`config.mk`:
```
export PLATFORM = sky130hd
export DESIGN_NAME = rpkd_front_flat
export DESIGN_NICKNAME = d
export VERILOG_FILES = /design/src/design/rpkd_pkg.sv /design/src/design/rpkd_if.sv /design/src/design/rpkd_front.sv /design/src/flat_wrapper.sv
export SDC_FILE = /design/constraint.sdc
export NUM_CORES = 1
export LEC_CHECK = 0
export ABC_AREA = 1
export BUFFER_PORTS_ARGS = -buffer_cell sky130_fd_sc_hd__clkbuf_2
export CORE_AREA = 10 10 271 273
export DETAILED_ROUTE_END_ITERATION = 7
export DIE_AREA = 0 0 281 283
export GPL_TIMING_DRIVEN = 0
export PLACE_DENSITY = 0.47
export SYNTH_ARGS = -nofsm -noshare
export SYNTH_HDL_FRONTEND = slang
export SYNTH_SLANG_ARGS = --single-unit
```
`constraint.sdc`:
```
create_clock -name vclk -period 6.25
set_input_delay 0.625 -clock vclk [all_inputs]
set_output_delay 0.625 -clock vclk [all_outputs]
set_load 0.01 [all_outputs]
```
`src/design/rpkd_pkg.sv`:
```
// Shared types, widths, codes and helpers of the particle kick/drift block.
package rpkd_pkg;

   localparam int unsigned WordW  = 32;
   localparam int unsigned MassW  = 31;
   localparam int unsigned StepW  = 31;
   localparam int unsigned MultW  = 8;
   localparam int unsigned HW     = StepW + MultW;  // widest kick step
   localparam int unsigned DivW   = MassW + 1;      // divisor 2*mass
   localparam int unsigned QW     = 41;             // quotient bits kept
   localparam int unsigned SumW   = 50;             // signed add headroom
   localparam int unsigned SqW    = 64;

   // Kick magnitude cap 2^40
   localparam logic [QW-1:0] DvCap = {1'b1, {(QW-1){1'b0}}};

   // Item operation codes
   typedef enum logic [1:0] {
      OP_KICK_DRIFT = 2'd0,
      OP_KICK_FAST  = 2'd1,
      OP_KICK_SLOW  = 2'd2,
      OP_NOP        = 2'd3
   } opcode_type;

   // Register indexes on the configuration port
   localparam logic CsrTimeStep = 1'b0;
   localparam logic CsrMultistep = 1'b1;

   // One classified particle word as it travels front to back
   typedef struct packed {
      logic                      kick;
      logic                      drift;
      logic                      last;
      logic [HW-1:0]             step;
      logic [DivW-1:0]           divisor;
      logic [2:0][WordW-1:0]     frc;
      logic [2:0][WordW-1:0]     vel;
      logic [2:0][WordW-1:0]     pos;
   } task_type;

   // Queue status seen by front, back and top
   typedef struct packed {
      logic full;
      logic empty;
   } q_stat_type;

   // Saturate a signed sum to 32 bits
   function automatic logic [WordW-1:0] sat32(input logic [SumW-1:0] x);
      logic [WordW-1:0] r;
      if (!x[SumW-1] && (|x[SumW-2:WordW-1])) begin
         r = {1'b0, {(WordW-1){1'b1}}};
      end else if (x[SumW-1] && !(&x[SumW-2:WordW-1])) begin
         r = {1'b1, {(WordW-1){1'b0}}};
      end else begin
         r = x[WordW-1:0];
      end
      return r;
   endfunction

   // Magnitude of a signed 32-bit word
   function automatic logic [WordW-1:0] abs32(input logic [WordW-1:0] x);
      return x[WordW-1] ? (~x + 1'b1) : x;
   endfunction

endpackage

```
`src/design/rpkd_if.sv`:
```
// Request and response channel interfaces.
interface rpkd_req_if;
   logic               valid;
   logic               ready;
   logic [1:0]         opcode;
   logic [30:0]        mass;
   logic signed [31:0] force_x;
   logic signed [31:0] force_y;
   logic signed [31:0] force_z;
   logic signed [31:0] vel_in_x;
   logic signed [31:0] vel_in_y;
   logic signed [31:0] vel_in_z;
   logic signed [31:0] pos_in_x;
   logic signed [31:0] pos_in_y;
   logic signed [31:0] pos_in_z;
   logic               last_particle;

   modport source(output valid, opcode, mass, force_x, force_y, force_z,
                  vel_in_x, vel_in_y, vel_in_z, pos_in_x, pos_in_y, pos_in_z,
                  last_particle, input ready);
   modport sink(input valid, opcode, mass, force_x, force_y, force_z,
                vel_in_x, vel_in_y, vel_in_z, pos_in_x, pos_in_y, pos_in_z,
                last_particle, output ready);
endinterface


```
`src/design/rpkd_front.sv`:
```
// Front end: accepts request words, decodes the opcode, forms step and divisor.
module rpkd_front
   import rpkd_pkg::*;
(
   rpkd_req_if.sink          req_ch,
   input  logic [StepW-1:0]  time_step,
   input  logic [MultW-1:0]  multistep,
   input  q_stat_type        q_stat,
   output logic              push,
   output task_type          push_task
);

   logic [HW-1:0]   slow_step;
   logic [MassW-1:0] mass_eff;
   opcode_type      op;

   assign req_ch.ready = !q_stat.full;
   assign push         = req_ch.valid && !q_stat.full;

   // slow step = time_step * multistep
   assign slow_step = time_step * multistep;
   // zero mass counts as one LSB
   assign mass_eff  = (req_ch.mass == '0) ? MassW'(1) : req_ch.mass;
   assign op        = opcode_type'(req_ch.opcode);

   // classify
   always_comb begin
      push_task.kick    = 1'b1;
      push_task.drift   = 1'b0;
      push_task.step    = {{MultW{1'b0}}, time_step};
      case (op)
         OP_KICK_DRIFT: begin
            push_task.drift = 1'b1;
         end
         OP_KICK_FAST: begin
            push_task.drift = 1'b0;
         end
         OP_KICK_SLOW: begin
            push_task.step  = slow_step;
         end
         default: begin
            push_task.kick  = 1'b0;
         end
      endcase
      push_task.last    = req_ch.last_particle && push_task.drift;
      push_task.divisor = {mass_eff, 1'b0};
      push_task.frc     = {req_ch.force_z, req_ch.force_y, req_ch.force_x};
      push_task.vel     = {req_ch.vel_in_z, req_ch.vel_in_y, req_ch.vel_in_x};
      push_task.pos     = {req_ch.pos_in_z, req_ch.pos_in_y, req_ch.pos_in_x};
   end

endmodule

```
`src/flat_wrapper.sv`:
```
// flat-port wrapper written by rule: the top's interface ports become plain ports
module rpkd_front_flat import rpkd_pkg::*;
  (time_step, multistep, q_stat, push, push_task, req_ch_valid, req_ch_opcode, req_ch_mass, req_ch_force_x, req_ch_force_y, req_ch_force_z, req_ch_vel_in_x, req_ch_vel_in_y, req_ch_vel_in_z, req_ch_pos_in_x, req_ch_pos_in_y, req_ch_pos_in_z, req_ch_last_particle, req_ch_ready);
  rpkd_req_if req_ch_i ();
  input  logic [StepW-1:0] time_step;
  input  logic [MultW-1:0] multistep;
  input  q_stat_type q_stat;
  output logic push;
  output task_type push_task;
  input wire logic [$bits(req_ch_i.valid)-1:0] req_ch_valid;
  input wire logic [$bits(req_ch_i.opcode)-1:0] req_ch_opcode;
  input wire logic [$bits(req_ch_i.mass)-1:0] req_ch_mass;
  input wire logic [$bits(req_ch_i.force_x)-1:0] req_ch_force_x;
  input wire logic [$bits(req_ch_i.force_y)-1:0] req_ch_force_y;
  input wire logic [$bits(req_ch_i.force_z)-1:0] req_ch_force_z;
  input wire logic [$bits(req_ch_i.vel_in_x)-1:0] req_ch_vel_in_x;
  input wire logic [$bits(req_ch_i.vel_in_y)-1:0] req_ch_vel_in_y;
  input wire logic [$bits(req_ch_i.vel_in_z)-1:0] req_ch_vel_in_z;
  input wire logic [$bits(req_ch_i.pos_in_x)-1:0] req_ch_pos_in_x;
  input wire logic [$bits(req_ch_i.pos_in_y)-1:0] req_ch_pos_in_y;
  input wire logic [$bits(req_ch_i.pos_in_z)-1:0] req_ch_pos_in_z;
  input wire logic [$bits(req_ch_i.last_particle)-1:0] req_ch_last_particle;
  output wire logic [$bits(req_ch_i.ready)-1:0] req_ch_ready;
  assign req_ch_i.valid = req_ch_valid;
  assign req_ch_i.opcode = req_ch_opcode;
  assign req_ch_i.mass = req_ch_mass;
  assign req_ch_i.force_x = req_ch_force_x;
  assign req_ch_i.force_y = req_ch_force_y;
  assign req_ch_i.force_z = req_ch_force_z;
  assign req_ch_i.vel_in_x = req_ch_vel_in_x;
  assign req_ch_i.vel_in_y = req_ch_vel_in_y;
  assign req_ch_i.vel_in_z = req_ch_vel_in_z;
  assign req_ch_i.pos_in_x = req_ch_pos_in_x;
  assign req_ch_i.pos_in_y = req_ch_pos_in_y;
  assign req_ch_i.pos_in_z = req_ch_pos_in_z;
  assign req_ch_i.last_particle = req_ch_last_particle;
  assign req_ch_ready = req_ch_i.ready;
  rpkd_front u_core (.req_ch(req_ch_i), .time_step(time_step), .multistep(multistep), .q_stat(q_stat), .push(push), .push_task(push_task));
endmodule
```
## Word level (Yosys, flattened, before mapping)

Cells that the tools add are included.

| word-level totals | value |
|---|---|
| register bits | 0 |
| input port bits | 364 |
| output and inout bits | 364 |
| logic and storage cells | 13 |

| cells by class | value |
|---|---|
| equal/unequal tests | 2 |
| muxes and demuxes | 4 |
| reduce and logical (&&, ||, !) cells | 6 |
| multipliers | 1 |

Operators with widths:

| cell | number |
|---|---|
| multiplier 31 x 8 -> 39 bit | 1 |
| 2-to-1 mux 39 bit | 1 |
| logical NOT 31 bit | 1 |
| 2-to-1 mux 31 bit | 1 |
| OR reduction 3 bit | 1 |
| equality test 2 x 1 -> 1 bit (second input constant) | 1 |
| equality test 2 bit (second input constant) | 1 |
| logical AND 1 bit | 2 |
| logical NOT 2 bit | 1 |
| 2-to-1 mux 1 bit | 2 |
| logical NOT 1 bit | 1 |

## Logic depth before layout (Yosys ltp)

| logic depth | value |
|---|---|
| word-level depth | 3 |
| gate-level depth with buffers | 24 |
| depth with buffers taken out | 23 |

## Worst setup path before layout

No wires, ideal clock.

| timing path | value |
|---|---|
| kind | input to output |
| from | in multistep[2] |
| to | out push_task[340] in the netlist's numbering |
| arrival time | 4.269 ns |
| slack | 1.356 ns |
| required time | 5.625 ns |
| path buffers | 1 |
| stages on the path | 21 |
| cell sequence | clkbuf_1 nand2_1 fa_1 fa_1 inv_1 fa_1 inv_1 fa_1 inv_1 ha_1 nand2_1 inv_1 nand2_1 nand2_1 nand2_1 nand3_2 nand2_1 nand2_2 or2_1 nand3_1 nand2_1 |

RTL lines:

| item | RTL line | text |
|---|---|---|
| from (decl) | flat_wrapper.sv:6 | `input logic [MultW-1:0] multistep;` |
| to (decl) | flat_wrapper.sv:9 | `output task_type push_task;` |

==> impl_metrics.csv <==
group,metric,value,unit
timing,tightest_slew,801,ps
die,die_width,281,um
layout,register_area,0,sq um
global_routing,gr-total-overflow,0,
critical_path,critical_path_class,"in2out",
die,ios,728,
cts,cts_hold_buf,0,
run,drv_cap,0,
global_routing,grt_pass1_wl,79200,um
run_status,status,"finished clean",
routing,wl_per_cell,17.6,um
logic_synthesis,syn-num-nets,2406,
critical_path,critPathLaunchType,"input pin",
place,port_buffers,407,
routing,dr.pass1.iters,4,
routing,vias,11400,
timing,report.final.hold_viol_count,0,
timing,period_share,94.9,%
global_routing,grt_usage,13.1,%
cts,cts_setup_buffers,0,
logic_synthesis,netlist_area,11600,sq um
critical_path,crit_arrival,5310,ps
power_and_ir_drop,power.leakage,9.64,nW
routing,vias_per_cell,3.67,
routing,drcViolationCount,0,
die,dieHeight,283,um
layout,fin_cells,3100,
die,start_util,17.1,%
global_routing,antenna_found_initial,5,
layout,clkbuf_count,0,
logic_synthesis,synth_most_common_cell,"nand2_1",
timing,rsz0062_at_grt,"false",
global_routing,first_global_vias,12300,
timing,final-setup-viol-count,0,
routing,drtIter0Drc,375,
layout,nFlopsAndLatches,0,
logic_synthesis,syn_avg_cell_area,6.42,sq um
die,rows,96,
timing,fin_tns_setup,0,ps
logic_synthesis,synth_top_area_share,30.0,%
logic_synthesis,ys_seq_area_share,0,%
layout,finalNetCount,2815,
logic_synthesis,netlist_top_cells_area,"fa_1 (30%), buf_4 (19%), nand2_1 (16%)",
power_and_ir_drop,vdd_drop_max,0.143,mV
routing,drtAntennaViolNets,0,
logic_synthesis,synthCells,1809,
worst_hold_path,hp-class,"in2out",
timing,final.min_clock_period,5930,ps
layout,area_growth,27.3,%
global_routing,grt_max_degree,11,
place,placed_area,14800,sq um
timing,slew_headroom,46.6,%
power_and_ir_drop,total_power,4.30,mW
die,die-area,79500,sq um
die,coreArea,68100,sq um
logic_synthesis,ys_warn_count,0,
layout,fin_area,14800,sq um
place,gp_congestion,0.864,
critical_path,end_kind,"primary output",
timing,fmax,0.169,GHz
routing,wl,54700,um
critical_path,crit_fanout,10,
logic_synthesis,synth_area_leader_cell,"fa_1",
critical_path,required,5620,ps
layout,drive_above_1_share,34.0,%
place,hpwl,49500,um
power_and_ir_drop,power-per-cell-area,291,nW/um^2
place,post-place-cells,3098,
timing,slew_violations,0,
logic_synthesis,netlist-cell-type-count,31,
logic_synthesis,synthTopCellsByCount,"nand2_1 (496), inv_1 (445), buf_4 (289)",
report_power, final:
group | switching [mW] | internal, mW
combinational | 2.76 | 1.53
sequential | 0 | 0
clock | 0 | 0.0000000433
total | 2.76 | 1.53
critical path, cell delays in order:
cell and delay, ps:
clkbuf_2 110, clkbuf_2 430, nand2_1 90, inv_1 80, fa_1 450, fa_1 530
fa_1 520, inv_1 50, fa_1 480, inv_1 40, ha_1 370, nand2_2 110
nor2_1 260, inv_1 70, nor2_1 180, nor2_1 60, nand2_1 130, nand2_1 90
nand3_1 90, nand2_1 60, nor2_2 240, clkbuf_2 210
placed cells by master, fill, tap and decap left out:
master	instances
o21a_1	1
nor3_1	2
nor2_4	2
xnor2_1	7
inv_2	5
clkbuf_2	427
a21oi_1	38
conb_1	1
o21bai_1	7
nor4_1	7
nor2_2	7
nand2_1	496
clkbuf_1	69
buf_2	3
inv_1	445
buf_4	289
or2_2	1
xor2_1	4
nand3_2	5
diode_2	2
ha_1	59
o21ai_1	1
clkinv_1	2
nand3_1	48
a21oi_2	3
nand2_2	11
o21ai_0	23
nor2_1	63
or2_1	5
nand4_1	10
fa_1	174
nor3b_1	1
cell type report:
| cell class | count | area (sq um) |
|---|---|---|
| fillers | 7775 | 53300 |
| multi-input cells | 976 | 7400 |
| plain buffers | 381 | 2540 |
| repair buffers | 407 | 2040 |
| inverters | 452 | 1700 |
| well taps | 882 | 1100 |
| diodes | 2 | 5.00 |
per-layer routing:
layer | vias to the layer above | global-route usage, % | part of all wire [%]
met1 | 5265 | 15.2 | 39
met2 | 405 | 25.0 | 53
met4 | 4 | 2.03 | 1.6
met3 | 39 | 2.09 | 5.6
met5 | - | 0 | 0.035
li1 | 5652 | - | -
path summary, 6_finish.rpt:
| check | start | to | slack, ps | cells after the start |
|---|---|---|---|---|
| max | multistep[4] | push_task[353] | 320 | 22 |
| min | req_ch_force_x[19] | push_task[211] | 1440 | 2 |
repair_timing:
action                     CTS  global route
gates resized for setup     16             9
setup endpoints to repair    5            15
cloned                       0             0
logic make-up (layout without fill, tap and decap cells):
kind of cell | after synthesis | after routing | share of synthesized area (%)
compound gates | 73 | 73 | 3.41
xor+xnor | 11 | 11 | 0.829
other cells | 1 | 3 | 0.0323
fa+ha+maj | 233 | 233 | 36.3
simple gates | 658 | 658 | 23.1
buf+inv | 833 | 1240 | 36.3
through the flow:
| step | hold WS [ps] | utilization, % | worst slack [ps] |
|---|---|---|---|
| 6_report | 1440 | 21.7 | 318 |
| 5_1_grt | 1450 | 21.7 | 8.30 |
| 4_1_cts | 1440 | 21.7 | 6.05 |
| 3_5_place_dp | 1440 | 21.7 | -299 |
| 3_3_place_gp | 1440 | 21.7 | -237 |
| 2_1_floorplan | 1290 | - | 1360 |
(Power assumes the default switching activity.)
