$ cat src/design/rpkd_pkg.sv
// Shared types, widths, codes and helpers of the particle kick/drift block.
package rpkd_pkg;

   localparam int unsigned WordW  = 32;
   localparam int unsigned MassW  = 31;
   localparam int unsigned StepW  = 31;
   localparam int unsigned MultW  = 8;
   localparam int unsigned HW     = StepW + MultW;  // widest kick step
   localparam int unsigned DivW   = MassW + 1;      // divisor 2*mass
   localparam int unsigned QW     = 41;             // quotient bits kept
   localparam int unsigned SumW   = 50;             // signed add headroom
   localparam int unsigned SqW    = 64;

   // Kick magnitude cap 2^40
   localparam logic [QW-1:0] DvCap = {1'b1, {(QW-1){1'b0}}};

   // Item operation codes
   typedef enum logic [1:0] {
      OP_KICK_DRIFT = 2'd0,
      OP_KICK_FAST  = 2'd1,
      OP_KICK_SLOW  = 2'd2,
      OP_NOP        = 2'd3
   } opcode_type;

   // Register indexes on the configuration port
   localparam logic CsrTimeStep = 1'b0;
   localparam logic CsrMultistep = 1'b1;

   // One classified particle word as it travels front to back
   typedef struct packed {
      logic                      kick;
      logic                      drift;
      logic                      last;
      logic [HW-1:0]             step;
      logic [DivW-1:0]           divisor;
      logic [2:0][WordW-1:0]     frc;
      logic [2:0][WordW-1:0]     vel;
      logic [2:0][WordW-1:0]     pos;
   } task_type;

   // Queue status seen by front, back and top
   typedef struct packed {
      logic full;
      logic empty;
   } q_stat_type;

   // Saturate a signed sum to 32 bits
   function automatic logic [WordW-1:0] sat32(input logic [SumW-1:0] x);
      logic [WordW-1:0] r;
      if (!x[SumW-1] && (|x[SumW-2:WordW-1])) begin
         r = {1'b0, {(WordW-1){1'b1}}};
      end else if (x[SumW-1] && !(&x[SumW-2:WordW-1])) begin
         r = {1'b1, {(WordW-1){1'b0}}};
      end else begin
         r = x[WordW-1:0];
      end
      return r;
   endfunction

   // Magnitude of a signed 32-bit word
   function automatic logic [WordW-1:0] abs32(input logic [WordW-1:0] x);
      return x[WordW-1] ? (~x + 1'b1) : x;
   endfunction

endpackage

$ cat src/design/rpkd_queue.sv
// Two-entry queue of decoded words between front and back.
module rpkd_queue
   import rpkd_pkg::*;
(
   input  logic       clock,
   input  logic       reset,
   input  logic       push,
   input  task_type   push_task,
   input  logic       pop,
   output task_type   head,
   output q_stat_type q_stat
);

   task_type   mem_ff [2];
   logic       wr_ptr_ff, wr_ptr_in;
   logic       rd_ptr_ff, rd_ptr_in;
   logic [1:0] count_ff, count_in;

   assign q_stat.full  = (count_ff == 2'd2);
   assign q_stat.empty = (count_ff == 2'd0);
   assign head         = mem_ff[rd_ptr_ff];

   // pointer and fill update
   always_comb begin
      wr_ptr_in = push ? ~wr_ptr_ff : wr_ptr_ff;
      rd_ptr_in = pop ? ~rd_ptr_ff : rd_ptr_ff;
      count_in  = count_ff + {1'b0, push} - {1'b0, pop};
   end

   always_ff @(posedge clock) begin
      if (reset) begin
         wr_ptr_ff <= 1'b0;
         rd_ptr_ff <= 1'b0;
         count_ff  <= 2'd0;
      end else begin
         wr_ptr_ff <= wr_ptr_in;
         rd_ptr_ff <= rd_ptr_in;
         count_ff  <= count_in;
      end
   end

   // storage
   always_ff @(posedge clock) begin
      if (push) begin
         mem_ff[wr_ptr_ff] <= push_task;
      end
   end

endmodule

$ cat config.mk
export PLATFORM = sky130hd
export DESIGN_NAME = rpkd_queue
export DESIGN_NICKNAME = d
export VERILOG_FILES = /design/src/design/rpkd_pkg.sv /design/src/design/rpkd_queue.sv
export SDC_FILE = /design/constraint.sdc
export NUM_CORES = 1
export LEC_CHECK = 0
export BUFFER_PORTS_ARGS = -buffer_cell sky130_fd_sc_hd__buf_4
export CELL_PAD_IN_SITES_DETAIL_PLACEMENT = 1
export CELL_PAD_IN_SITES_GLOBAL_PLACEMENT = 1
export CORE_AREA = 2 2 287 289
export CTS_CLUSTER_DIAMETER = 120
export CTS_CLUSTER_SIZE = 28
export DETAILED_ROUTE_END_ITERATION = 7
export DIE_AREA = 0 0 289 291
export GPL_ROUTABILITY_DRIVEN = 0
export HOLD_SLACK_MARGIN = 0.08
export PLACE_DENSITY_LB_ADDON = 0.25
export SLEW_MARGIN = 20
export SYNTH_ARGS = -nofsm -noshare
export SYNTH_HDL_FRONTEND = slang
export SYNTH_SLANG_ARGS = --single-unit
$ cat constraint.sdc
create_clock -name clock -period 57.6 [get_ports clock]
set_input_delay 11.52 -clock clock [delete_from_list [all_inputs] [get_ports clock]]
set_output_delay 11.52 -clock clock [all_outputs]
set_load 0.05 [all_outputs]
# Word-level counts from Yosys, hierarchy flattened
# Memory sizes are Yosys's and may differ from the RTL's. A register that Yosys moved wholly into a read port is not among the register bits.
# Index checks and enable logic that the tools add are counted.
dict set report word_totals {
  mem_bits_rw 724
  word_cells 14
  mem_count 1
  output_inout_bits 364
  ff_bits 4
}
dict set report classes {
  n_eq_ne 1
  n_reduce_logical 1
  n_bitwise 2
  add_sub_neg 2
  n_mux 4
}
# memory depth word_bits rd rd_ports_with_merged_regs wr line_no
set mem_list {}
lappend mem_list {mem_ff 2 362 1 1 1 rpkd_queue.sv:14} ;# task_type mem_ff [2];
# operator n
set op_table {}
lappend op_table {{$mux 1} 4}
lappend op_table {{$add 2x1->2} 1}
lappend op_table {{$eq 2x2->1 const B} 1}
lappend op_table {{$logic_not 2->1} 1}
lappend op_table {{$not 1->1} 2}
lappend op_table {{$sub 2x1->2} 1}

# Logic depth before layout (Yosys ltp)
# Gate-level depths: netlist of run 1.
dict set report depth {
  depth_word 3
  ltp_mapped 6
  ltp_nobuf 6
}

# Worst setup path after synthesis of run 1
# OpenSTA, ideal clock, no wires.
dict set report synth_timing {
  kind {input port to flip-flop}
  startpoint {input push}
  endpoint {memory mem_ff[0][0] in the netlist's numbering, enable pin}
  path_buffers 0
  t_required_ns 56.463
  stages 1
  t_arrival_ns 27.063
  path_slack_ns 29.400
  setup_ns 1.137
  path_cell_list {nor2b_1}
}
dict set report synth_via {
  elab_chain_len 2
}
# item line_no
set synth_rtl {}
lappend synth_rtl {{start, declared} rpkd_queue.sv:7} ;# input logic push,
lappend synth_rtl {{$mux 1} rpkd_queue.sv:44} ;# if (push) begin
lappend synth_rtl {{$mux 1 (implied by the code)} rpkd_queue.sv:45} ;# mem_ff[wr_ptr_ff] <= push_task;
lappend synth_rtl {{end, declared} rpkd_queue.sv:14}
# Every way passes these cells.

==> metrics, run 1 <==
final core utilization=42.7%; area occupied by multi-input gates=4870 um^2; area share of the largest cell type after synthesis=80.3%; Row Count=105; maximum number of pins on one net before global-route repair=156; fraction of the mapped netlist area in simple logic gates=0.162%; layout-stage area growth over the synthesis result=28.0%; setup repair after global routing missed its margin=no; largest family of logic cells by synthesized area=multiplexers; core area=81,200 um^2; combinational share of power=22.1%; Hold/Removal Path Class=reg -> reg; Netlist cell types=14; Tmin final=15,240 ps; post-cts sizing count=0; met1 capacity usage during global routing=16.8%; slew at the pin closest to its max-slew limit=1060 ps; DIE AREA=84,100 um^2; Netlist Area Pre-Place=27,100 um^2; number of warnings printed during yosys synthesis=0; CTS tree=built; Avg WL per Cell=22.7 um; fraction of synthesized area in multiplexers=17.6%; adder-cell area share of the yosys netlist=0.0925%; Pint=0.000814 W; Sw Ratio=29.1%; Mapped Nets=1,515; final max-slew violation count=0; later-pin clock latency in the skew report=630 ps; leftover overflow at the end of global routing=0; Synth Area in XOR/XNOR=0.148%; number of top-level design ports=730; headroom to the max-slew limit=29.3%; clock slew seen by the registers of the worst setup and hold paths=100 ps; postcts setup bufs=0; DRC violations left=0; maximum fanout along the worst path=54; Post-Synthesis Mean Instance Area=23.6 um^2; met3 GRT Util=4.44%; layout cell share with drive strength beyond 1=59.9%; initial antenna violation count=12; Slowest Stage Delay on Critical Path=840 ps; number of max-cap violations=0; final critical-path share of the clock period=26.5%; most frequent cells in the layout=sky130_fd_sc_hd__buf_4, sky130_fd_sc_hd__edfxtp_1, sky130_fd_sc_hd__mux2_2; worst reg-to-reg path cell count=4; total negative setup slack=0 ps; Power per Cell Area=33.1 nW/um^2; power share of the clock group=23.2%; Via density=4.50; Detailed Routing Iterations Pass 1=4; total vias in the final route=13,400; routing layer with the top usage in global route=met2; dominant cell type by area after synthesis=sky130_fd_sc_hd__edfxtp_1; required time at the worst-slack endpoint=46,080 ps; Global Route met2 Usage=28.3%; result of the run=finished clean; remaining antenna violation count after routing=0; final setup violating endpoints=0; Register Area=21,800 um^2; worst hold path stage count=2; GRT Overall Usage=15.3%; Hold Violations, Final=0; sequence of cells on the critical path=buf_16, buf_4, buf_4, mux2_2, buf_4; number of input and output port buffers inserted=729; sequential cell area fraction in the yosys report=80.7%; complex-gate fraction of the synthesized area=0%; standard cell with the maximum stage delay on the critical path=sky130_fd_sc_hd__buf_4; class of the most critical setup path=reg -> out; arrival time at the worst endpoint=3720 ps; x dimension of the die=289 um; Filler Cell Count=7,882; die height=291 um; Initial Utilization=33.3%; via count of the first global-routing pass=14,400; net switching power=0.000334 W; clock root buffer master=sky130_fd_sc_hd__clkbuf_16; most common cell after layout, fill and taps aside=sky130_fd_sc_hd__buf_4; first-iteration detailed-routing DRC count=672; final-stage net count=2,250; number of buffers created by CTS=31; hold buffer count at CTS=0; Sequential Power Share=54.7%; maximum VDD drop=0.0000268 V; CTS HTree Levels=1; CP Capture Type=output pin; f_max=65.6 MHz; most prevalent standard cell on the critical path=sky130_fd_sc_hd__buf_4; synthesized instance count=1,147; Final HPWL DP=47,900 um; Leakage=13.0 nW; first-pass GRT wire length=96,100 um; buffers from clock root to sink, at most=3; flip-flop and latch count after synthesis=729; largest cells by area after synthesis=sky130_fd_sc_hd__edfxtp_1, sky130_fd_sc_hd__mux2_4, sky130_fd_sc_hd__mux2_2, sky130_fd_sc_hd__buf_6, sky130_fd_sc_hd__dfxtp_1; CTS sink cnt=729; Worst Skew=21.9 ps; critical path launch point type=flop; DRT Wirelength=67,800 um
## power by group through the flow
| stage | clock [W] | combinational (W) | sequential, W |
|---|---|---|---|
| after floorplan | 0 | 0.000173 | 0.000653 |
| after global placement | 0 | 0.000254 | 0.000640 |
| after detailed placement | 0 | 0.000256 | 0.000642 |
| after CTS | 0.000278 | 0.000256 | 0.000630 |
| after global routing | 0.000293 | 0.000265 | 0.000631 |
| final | 0.000266 | 0.000254 | 0.000628 |
## final cells by class
| type | instances | area share (%) |
|---|---|---|
| inverters | 2 | 0.0217 |
| flip-flops and latches | 729 | 63.1 |
| diodes | 9 | 0.0650 |
| multi-input cells | 376 | 14.1 |
| clock inverters | 4 | 0.191 |
| clock buffers | 53 | 2.48 |
| repair buffers | 742 | 16.3 |
| well taps | 1070 | 3.86 |
## through the flow
step                hold WS, ps  cell area, um^2  setup slack, ps  std cells  power [W]
floorplan                   480            27100            29400       1147   0.000825
global placement            492            33700            42380       2918   0.000894
detailed placement          508            33700            42330       2918   0.000898
CTS                         540            34600            41760       2975    0.00116
global route                578            34600            42150       2983    0.00119
finish                      535            34600            42360       2985    0.00115
## layer usage
metal  wire (um)  vias to the layer above
met4        1780                        8
met5          50                        -
li1            -                     6015
met1       24500                     6894
met2       36300                      433
met3        5210                       86
## cells in the mapped netlist
| cell type | count |
|---|---|
| sky130_fd_sc_hd__edfxtp_1 | 724 |
| sky130_fd_sc_hd__mux2_2 | 182 |
| sky130_fd_sc_hd__mux2_4 | 180 |
| sky130_fd_sc_hd__buf_6 | 20 |
| sky130_fd_sc_hd__buf_4 | 11 |
| sky130_fd_sc_hd__buf_2 | 9 |
| sky130_fd_sc_hd__dfxtp_1 | 5 |
| sky130_fd_sc_hd__nor2_1 | 5 |
| sky130_fd_sc_hd__nor2b_1 | 3 |
| sky130_fd_sc_hd__ha_1 | 2 |
| sky130_fd_sc_hd__inv_1 | 2 |
| sky130_fd_sc_hd__xnor2_1 | 2 |
| sky130_fd_sc_hd__and2_1 | 1 |
| sky130_fd_sc_hd__xnor3_1 | 1 |
## cell families (layout without fill, tap and decap cells)
family	Yosys count	after routing
buffers and inverters	42	801
other	0	9
DFF	729	729
and+or+nand+nor	9	9
adders and majority gates	2	2
muxes	362	362
xor gates and xnor gates	3	3
## sequential cells by signal (all words and copies together), names as in the netlist, named ones only
name	count
count_ff	2
rd_ptr_ff	1
mem_ff	724
wr_ptr_ff	1
## path summary, 6_finish.rpt
check	start	endpoint	slack, ps
max	flop	head[86]	42360
min	rd_ptr_ff$_SDFFE_PP0P_	rd_ptr_ff$_SDFFE_PP0P_	530
max reg2reg	wr_ptr_ff$_SDFFE_PP0P_	mem_ff[0][307]$_DFFE_PP_	53920
min reg2reg	rd_ptr_ff$_SDFFE_PP0P_	rd_ptr_ff$_SDFFE_PP0P_	530
## worst max-delay path, delay by kind of cell, from the launching register on
| family | cells | cell delay, ps |
|---|---|---|
| buffers and inverters | 4 | 1920 |
| DFF | 1 | 610 |
| muxes | 1 | 430 |
No activity file was read; power rests on OpenSTA's default activity.
==> run 2: changes to the inputs <==
CORE_AREA = 2 2 288 290   (was 2 2 287 289)
DIE_AREA = 0 0 290 292   (was 0 0 289 291)
clock period = 14.2 ns   (was 57.6 ns; I/O delays follow)
==> run 2 against run 1 <==
Net effect:
- sequential cell count is the same
- clock skew up 0.53 ps
- worst setup slack got worse by 35000 ps
- non-clock buffer count unchanged
- critical path depth shrank 1
- sequential share of layout area barely moved
- routed wire length grew 0.19%
==> metrics, run 2 (synthesis results as in run 1) <==
post-cts sizing count=0; buffers from clock root to sink, at most=3; total negative setup slack=0 ps; Filler Cell Count=7,924; first-iteration detailed-routing DRC count=710; Power per Cell Area=134 nW/um^2; Sequential Power Share=54.9%; final setup violating endpoints=0; final-stage net count=2,250; hold worst-path end=rd_ptr_ff$_SDFFE_PP0P_; first-pass GRT wire length=96,700 um; final critical-path share of the clock period=49.5%; sequence of cells on the critical path=buf_12, buf_4, mux2_2, buf_4; most common cell after layout, fill and taps aside=sky130_fd_sc_hd__buf_4; critical path launch point type=flop; area occupied by multi-input gates=4870 um^2; final max-slew violation count=0; layout cell share with drive strength beyond 1=60.3%; Register Area=21,800 um^2; total non-filler cell area in the finished layout=34,600 um^2; Worst Skew=22.4 ps; register ranked first by flip-flop count=mem_ff; arrival time at the worst endpoint=4180 ps; maximum fanout along the worst path=114; Slowest Stage Delay on Critical Path=1010 ps; hold buffer count at CTS=0; combinational share of power=22.0%; clock root buffer master=sky130_fd_sc_hd__clkbuf_16; DRC violations left=0; worst hold path stage count=2; CP Capture Type=output pin; CTS tree=built; Reg2Reg Capture Point=mem_ff[1][234]$_DFFE_PP_; largest registers=mem_ff (724), count_ff (2); via count of the first global-routing pass=14,300; power share of the clock group=23.2%; Sw Ratio=28.8%; Final HPWL DP=48,400 um; number of top-level design ports=730; Hold/Removal Path Class=reg -> reg; class of the most critical setup path=reg -> out; placed cell area=33,700 um^2; Initial Utilization=33.2%; final core utilization=42.5%; Leakage=13.0 nW; number of buffers created by CTS=31; setup repair after global routing missed its margin=no; layout-stage area growth over the synthesis result=28.0%; R2R setup slack=11,060 ps; most frequent cells in the layout=sky130_fd_sc_hd__buf_4, sky130_fd_sc_hd__edfxtp_1, sky130_fd_sc_hd__mux2_2; net switching power=0.00134 W; CTS HTree Levels=1; startpoint of the lowest-slack hold path=rd_ptr_ff$_SDFFE_PP0P_; later-pin clock latency in the skew report=620 ps; postcts setup bufs=0; max FFs per register=724; number of max-cap violations=0; headroom to the max-slew limit=27.1%; required time at the worst-slack endpoint=11,360 ps; worst reg-to-reg path cell count=3; DRT Wirelength=68,000 um; remaining antenna violation count after routing=0; WP buf/inv=3; clock slew seen by the registers of the worst setup and hold paths=100 ps; placed insts=2,919; Avg WL per Cell=22.8 um; Hold Violations, Final=0; Detailed Routing Iterations Pass 1=5; launch point of the worst reg-to-reg path=wr_ptr_ff$_SDFFE_PP0P_; family of cells with the greatest summed delay on the critical path=buffers and inverters; f_max=142 MHz; Pint=0.00331 W; non-filler instance count after layout=2,977; number of input and output port buffers inserted=729; die height=292 um; initial antenna violation count=15; slew at the pin closest to its max-slew limit=1090 ps; Tmin final=7020 ps; final total power=0.00466 W; core area=81,600 um^2; standard cell with the maximum stage delay on the critical path=sky130_fd_sc_hd__dfxtp_4; Row Count=105; DIE AREA=84,700 um^2; Via density=4.51; total vias in the final route=13,400; most prevalent standard cell on the critical path=sky130_fd_sc_hd__buf_4; result of the run=finished clean; leftover overflow at the end of global routing=0; maximum number of pins on one net before global-route repair=150; x dimension of the die=290 um; maximum VDD drop=0.0000844 V; CTS sink cnt=729; GRT Overall Usage=15.4%
==> run 2: cell type report <==
cell class,instances,area share [%]
Inverter,2,0.0217
Multi-Input combinational cell,376,14.1
Timing Repair Buffer,742,16.2
Clock inverter,6,0.289
Antenna cell,10,0.0722
Tap cell,1070,3.86
Sequential cell,729,63.1
Clock buffer,42,2.39
==> run 2: worst max path at each step <==
| stage | from | end | slack (ps) | cells past startpoint |
|---|---|---|---|---|
| 2_1_floorplan | push | mem_ff[0][0]$_DFFE_PP_ | 1500 | 1 |
| 3_3_place_gp | flop | head[361] | 7830 | 4 |
| 3_5_place_dp | flop | head[176] | 7790 | 4 |
| 4_1_cts | flop | head[86] | 7090 | 4 |
| 5_1_grt | flop | head[118] | 6940 | 4 |
| 6_report | flop | head[119] | 7180 | 4 |
==> run 2: power by group through the flow <==
stage / Combinational [W] / Sequential (W) / Clock, W
6_report: 0.00102 / 0.00255 / 0.00108
5_1_grt: 0.00106 / 0.00257 / 0.00118
4_1_cts: 0.00104 / 0.00256 / 0.00113
3_5_place_dp: 0.00104 / 0.00260 / 0
3_3_place_gp: 0.00102 / 0.00260 / 0
2_1_floorplan: 0.000701 / 0.00263 / 0
==> run 2: through the flow <==
stage / worst slack [ps] / hold WS, ps
after global routing: 6940 / 568
after global placement: 7830 / 497
after CTS: 7090 / 559
after detailed placement: 7790 / 541
final: 7180 / 535
after floorplan: 1500 / 480
==> run 2: worst register-to-register path, stage by stage (launching register included) <==
cell	delay (ps)
sky130_fd_sc_hd__dfxtp_1	440
sky130_fd_sc_hd__and2_4	670
sky130_fd_sc_hd__buf_6	720
sky130_fd_sc_hd__buf_4	850
==> run 2: per-layer routing <==
layer	wire length [um]	global-route usage, %	up-vias
met4	1970	4.60	8
met1	24300	17.0	6840
met3	4620	4.15	84
li1	-	-	6002
met5	54	0	-
met2	37000	28.6	493
==> run 3: changes to the inputs <==
clock period = 6.7 ns   (was 14.2 ns; I/O delays follow)
==> run 3 against run 2 <==
Net effect:
- final cell count down 0.20%
- via count down 0.92%
- routed wire length about the same
- clock power up 110%
- critical path depth down 1
- critical path type unchanged
- highest routed layer unchanged
==> metrics, run 3 (synthesis results as in run 1) <==
f_max=241 MHz; Hold/Removal Path Class=reg -> reg; number of buffers created by CTS=31; first-iteration detailed-routing DRC count=695; layout cell share with drive strength beyond 1=60.3%; x dimension of the die=290 um; most common cell after layout, fill and taps aside=sky130_fd_sc_hd__buf_4; remaining antenna violation count after routing=0; required time at the worst-slack endpoint=5360 ps; Power per Cell Area=285 nW/um^2; slew at the pin closest to its max-slew limit=1140 ps; number of max-cap violations=0; Hold Slack=535 ps; maximum number of pins on one net before global-route repair=159; Row Count=105; Leakage=13.0 nW; setup repair after global routing missed its margin=no; total non-filler cell area in the finished layout=34,600 um^2; Avg WL per Cell=22.9 um; number of input and output port buffers inserted=729; register ranked first by flip-flop count=mem_ff; Worst Skew=29.7 ps; Initial Utilization=33.2%; class of the most critical setup path=reg -> out; Via density=4.48; DRT Wirelength=68,000 um; total negative setup slack=0 ps; DIE AREA=84,700 um^2; Detailed Routing Iterations Pass 1=4; total vias in the final route=13,300; max FFs per register=724; largest registers=mem_ff (724), count_ff (2); leftover overflow at the end of global routing=0; headroom to the max-slew limit=23.9%; Hold Violations, Final=0; die height=292 um; arrival time at the worst endpoint=2810 ps; layout-stage area growth over the synthesis result=28.0%; number of top-level design ports=730; clock root buffer master=sky130_fd_sc_hd__clkbuf_16; first-pass GRT wire length=97,800 um; DRC violations left=0; critical path launch point type=flop; CTS sink cnt=729; clock slew seen by the registers of the worst setup and hold paths=100 ps; non-filler instance count after layout=2,971; final critical-path share of the clock period=61.9%; maximum fanout along the worst path=102; final setup violating endpoints=0; Final HPWL DP=48,400 um; later-pin clock latency in the skew report=630 ps; result of the run=finished clean; placed cell area=33,700 um^2; placed insts=2,920; Tmin final=4150 ps; GRT Overall Usage=15.3%; most frequent cells in the layout=sky130_fd_sc_hd__buf_4, sky130_fd_sc_hd__edfxtp_1, sky130_fd_sc_hd__mux2_2; final-stage net count=2,251; via count of the first global-routing pass=14,700; postcts setup bufs=0; maximum VDD drop=0.000194 V; initial antenna violation count=6; hold buffer count at CTS=0; core area=81,600 um^2; post-cts sizing count=0; CTS HTree Levels=1; CTS tree=built; buffers from clock root to sink, at most=3; final max-slew violation count=0; CP Capture Type=output pin
==> run 3: changes by cell type in the layout (fill, tap and decap cells not counted), moves of 2 or more <==
cell                      change
sky130_fd_sc_hd__buf_6        -2
sky130_fd_sc_hd__diode_2      -5
sky130_fd_sc_hd__inv_12       +2
sky130_fd_sc_hd__buf_12       +2
==> run 3: where the power goes <==
group	total [W]	internal, W	switching, W
Clock	0.00231	0.000915	0.00139
Combinational	0.00217	0.000773	0.00140
Sequential	0.00541	0.00533	0.0000806
Total	0.00988	0.00701	0.00287
==> run 3: worst max-delay path, stage by stage, from the launching register on <==
cell and delay, ps:
sky130_fd_sc_hd__dfxtp_4 830, sky130_fd_sc_hd__buf_12 540, sky130_fd_sc_hd__mux2_2 420, sky130_fd_sc_hd__buf_4 190
==> run 3: path summary, 6_finish.rpt <==
check / startpoint / to / slack (ps) / cells after the start
max: flop / head[69] / 2550 / 3
min: rd_ptr_ff$_SDFFE_PP0P_ / flop / 530 / 2
max reg2reg: wr_ptr_ff$_SDFFE_PP0P_ / mem_ff[1][229]$_DFFE_PP_ / 4280 / 2
min reg2reg: rd_ptr_ff$_SDFFE_PP0P_ / flop / 530 / 2
==> run 3: final cells by class <==
cell class	instances	area, um^2
fillers	7911	47000
repair buffers	743	5650
well taps	1070	1340
flip-flops and latches	729	21800
clock inverters	4	82.6
multi-input cells	376	4870
inverters	2	7.51
clock buffers	42	817
diodes	5	12.5
==> run 3: through the flow <==
step | power, W | worst slack (ps) | utilization, %
6_report | 0.00988 | 2550 | 42.4
5_1_grt | 0.0102 | 2350 | 42.4
4_1_cts | 0.0100 | 2440 | 42.4
3_5_place_dp | 0.00772 | 3180 | 41.3
3_3_place_gp | 0.00768 | 3240 | 41.3
2_1_floorplan | 0.00700 | -483 | -
==> run 3: routing by layer <==
metal / GRT usage, % / vias up / routed length, um
met5: 0 / - / 13
met1: 16.2 / 6828 / 23900
met4: 3.76 / 2 / 1670
met3: 4.75 / 66 / 4690
met2: 29.5 / 403 / 37700
li1: - / 6005 / -
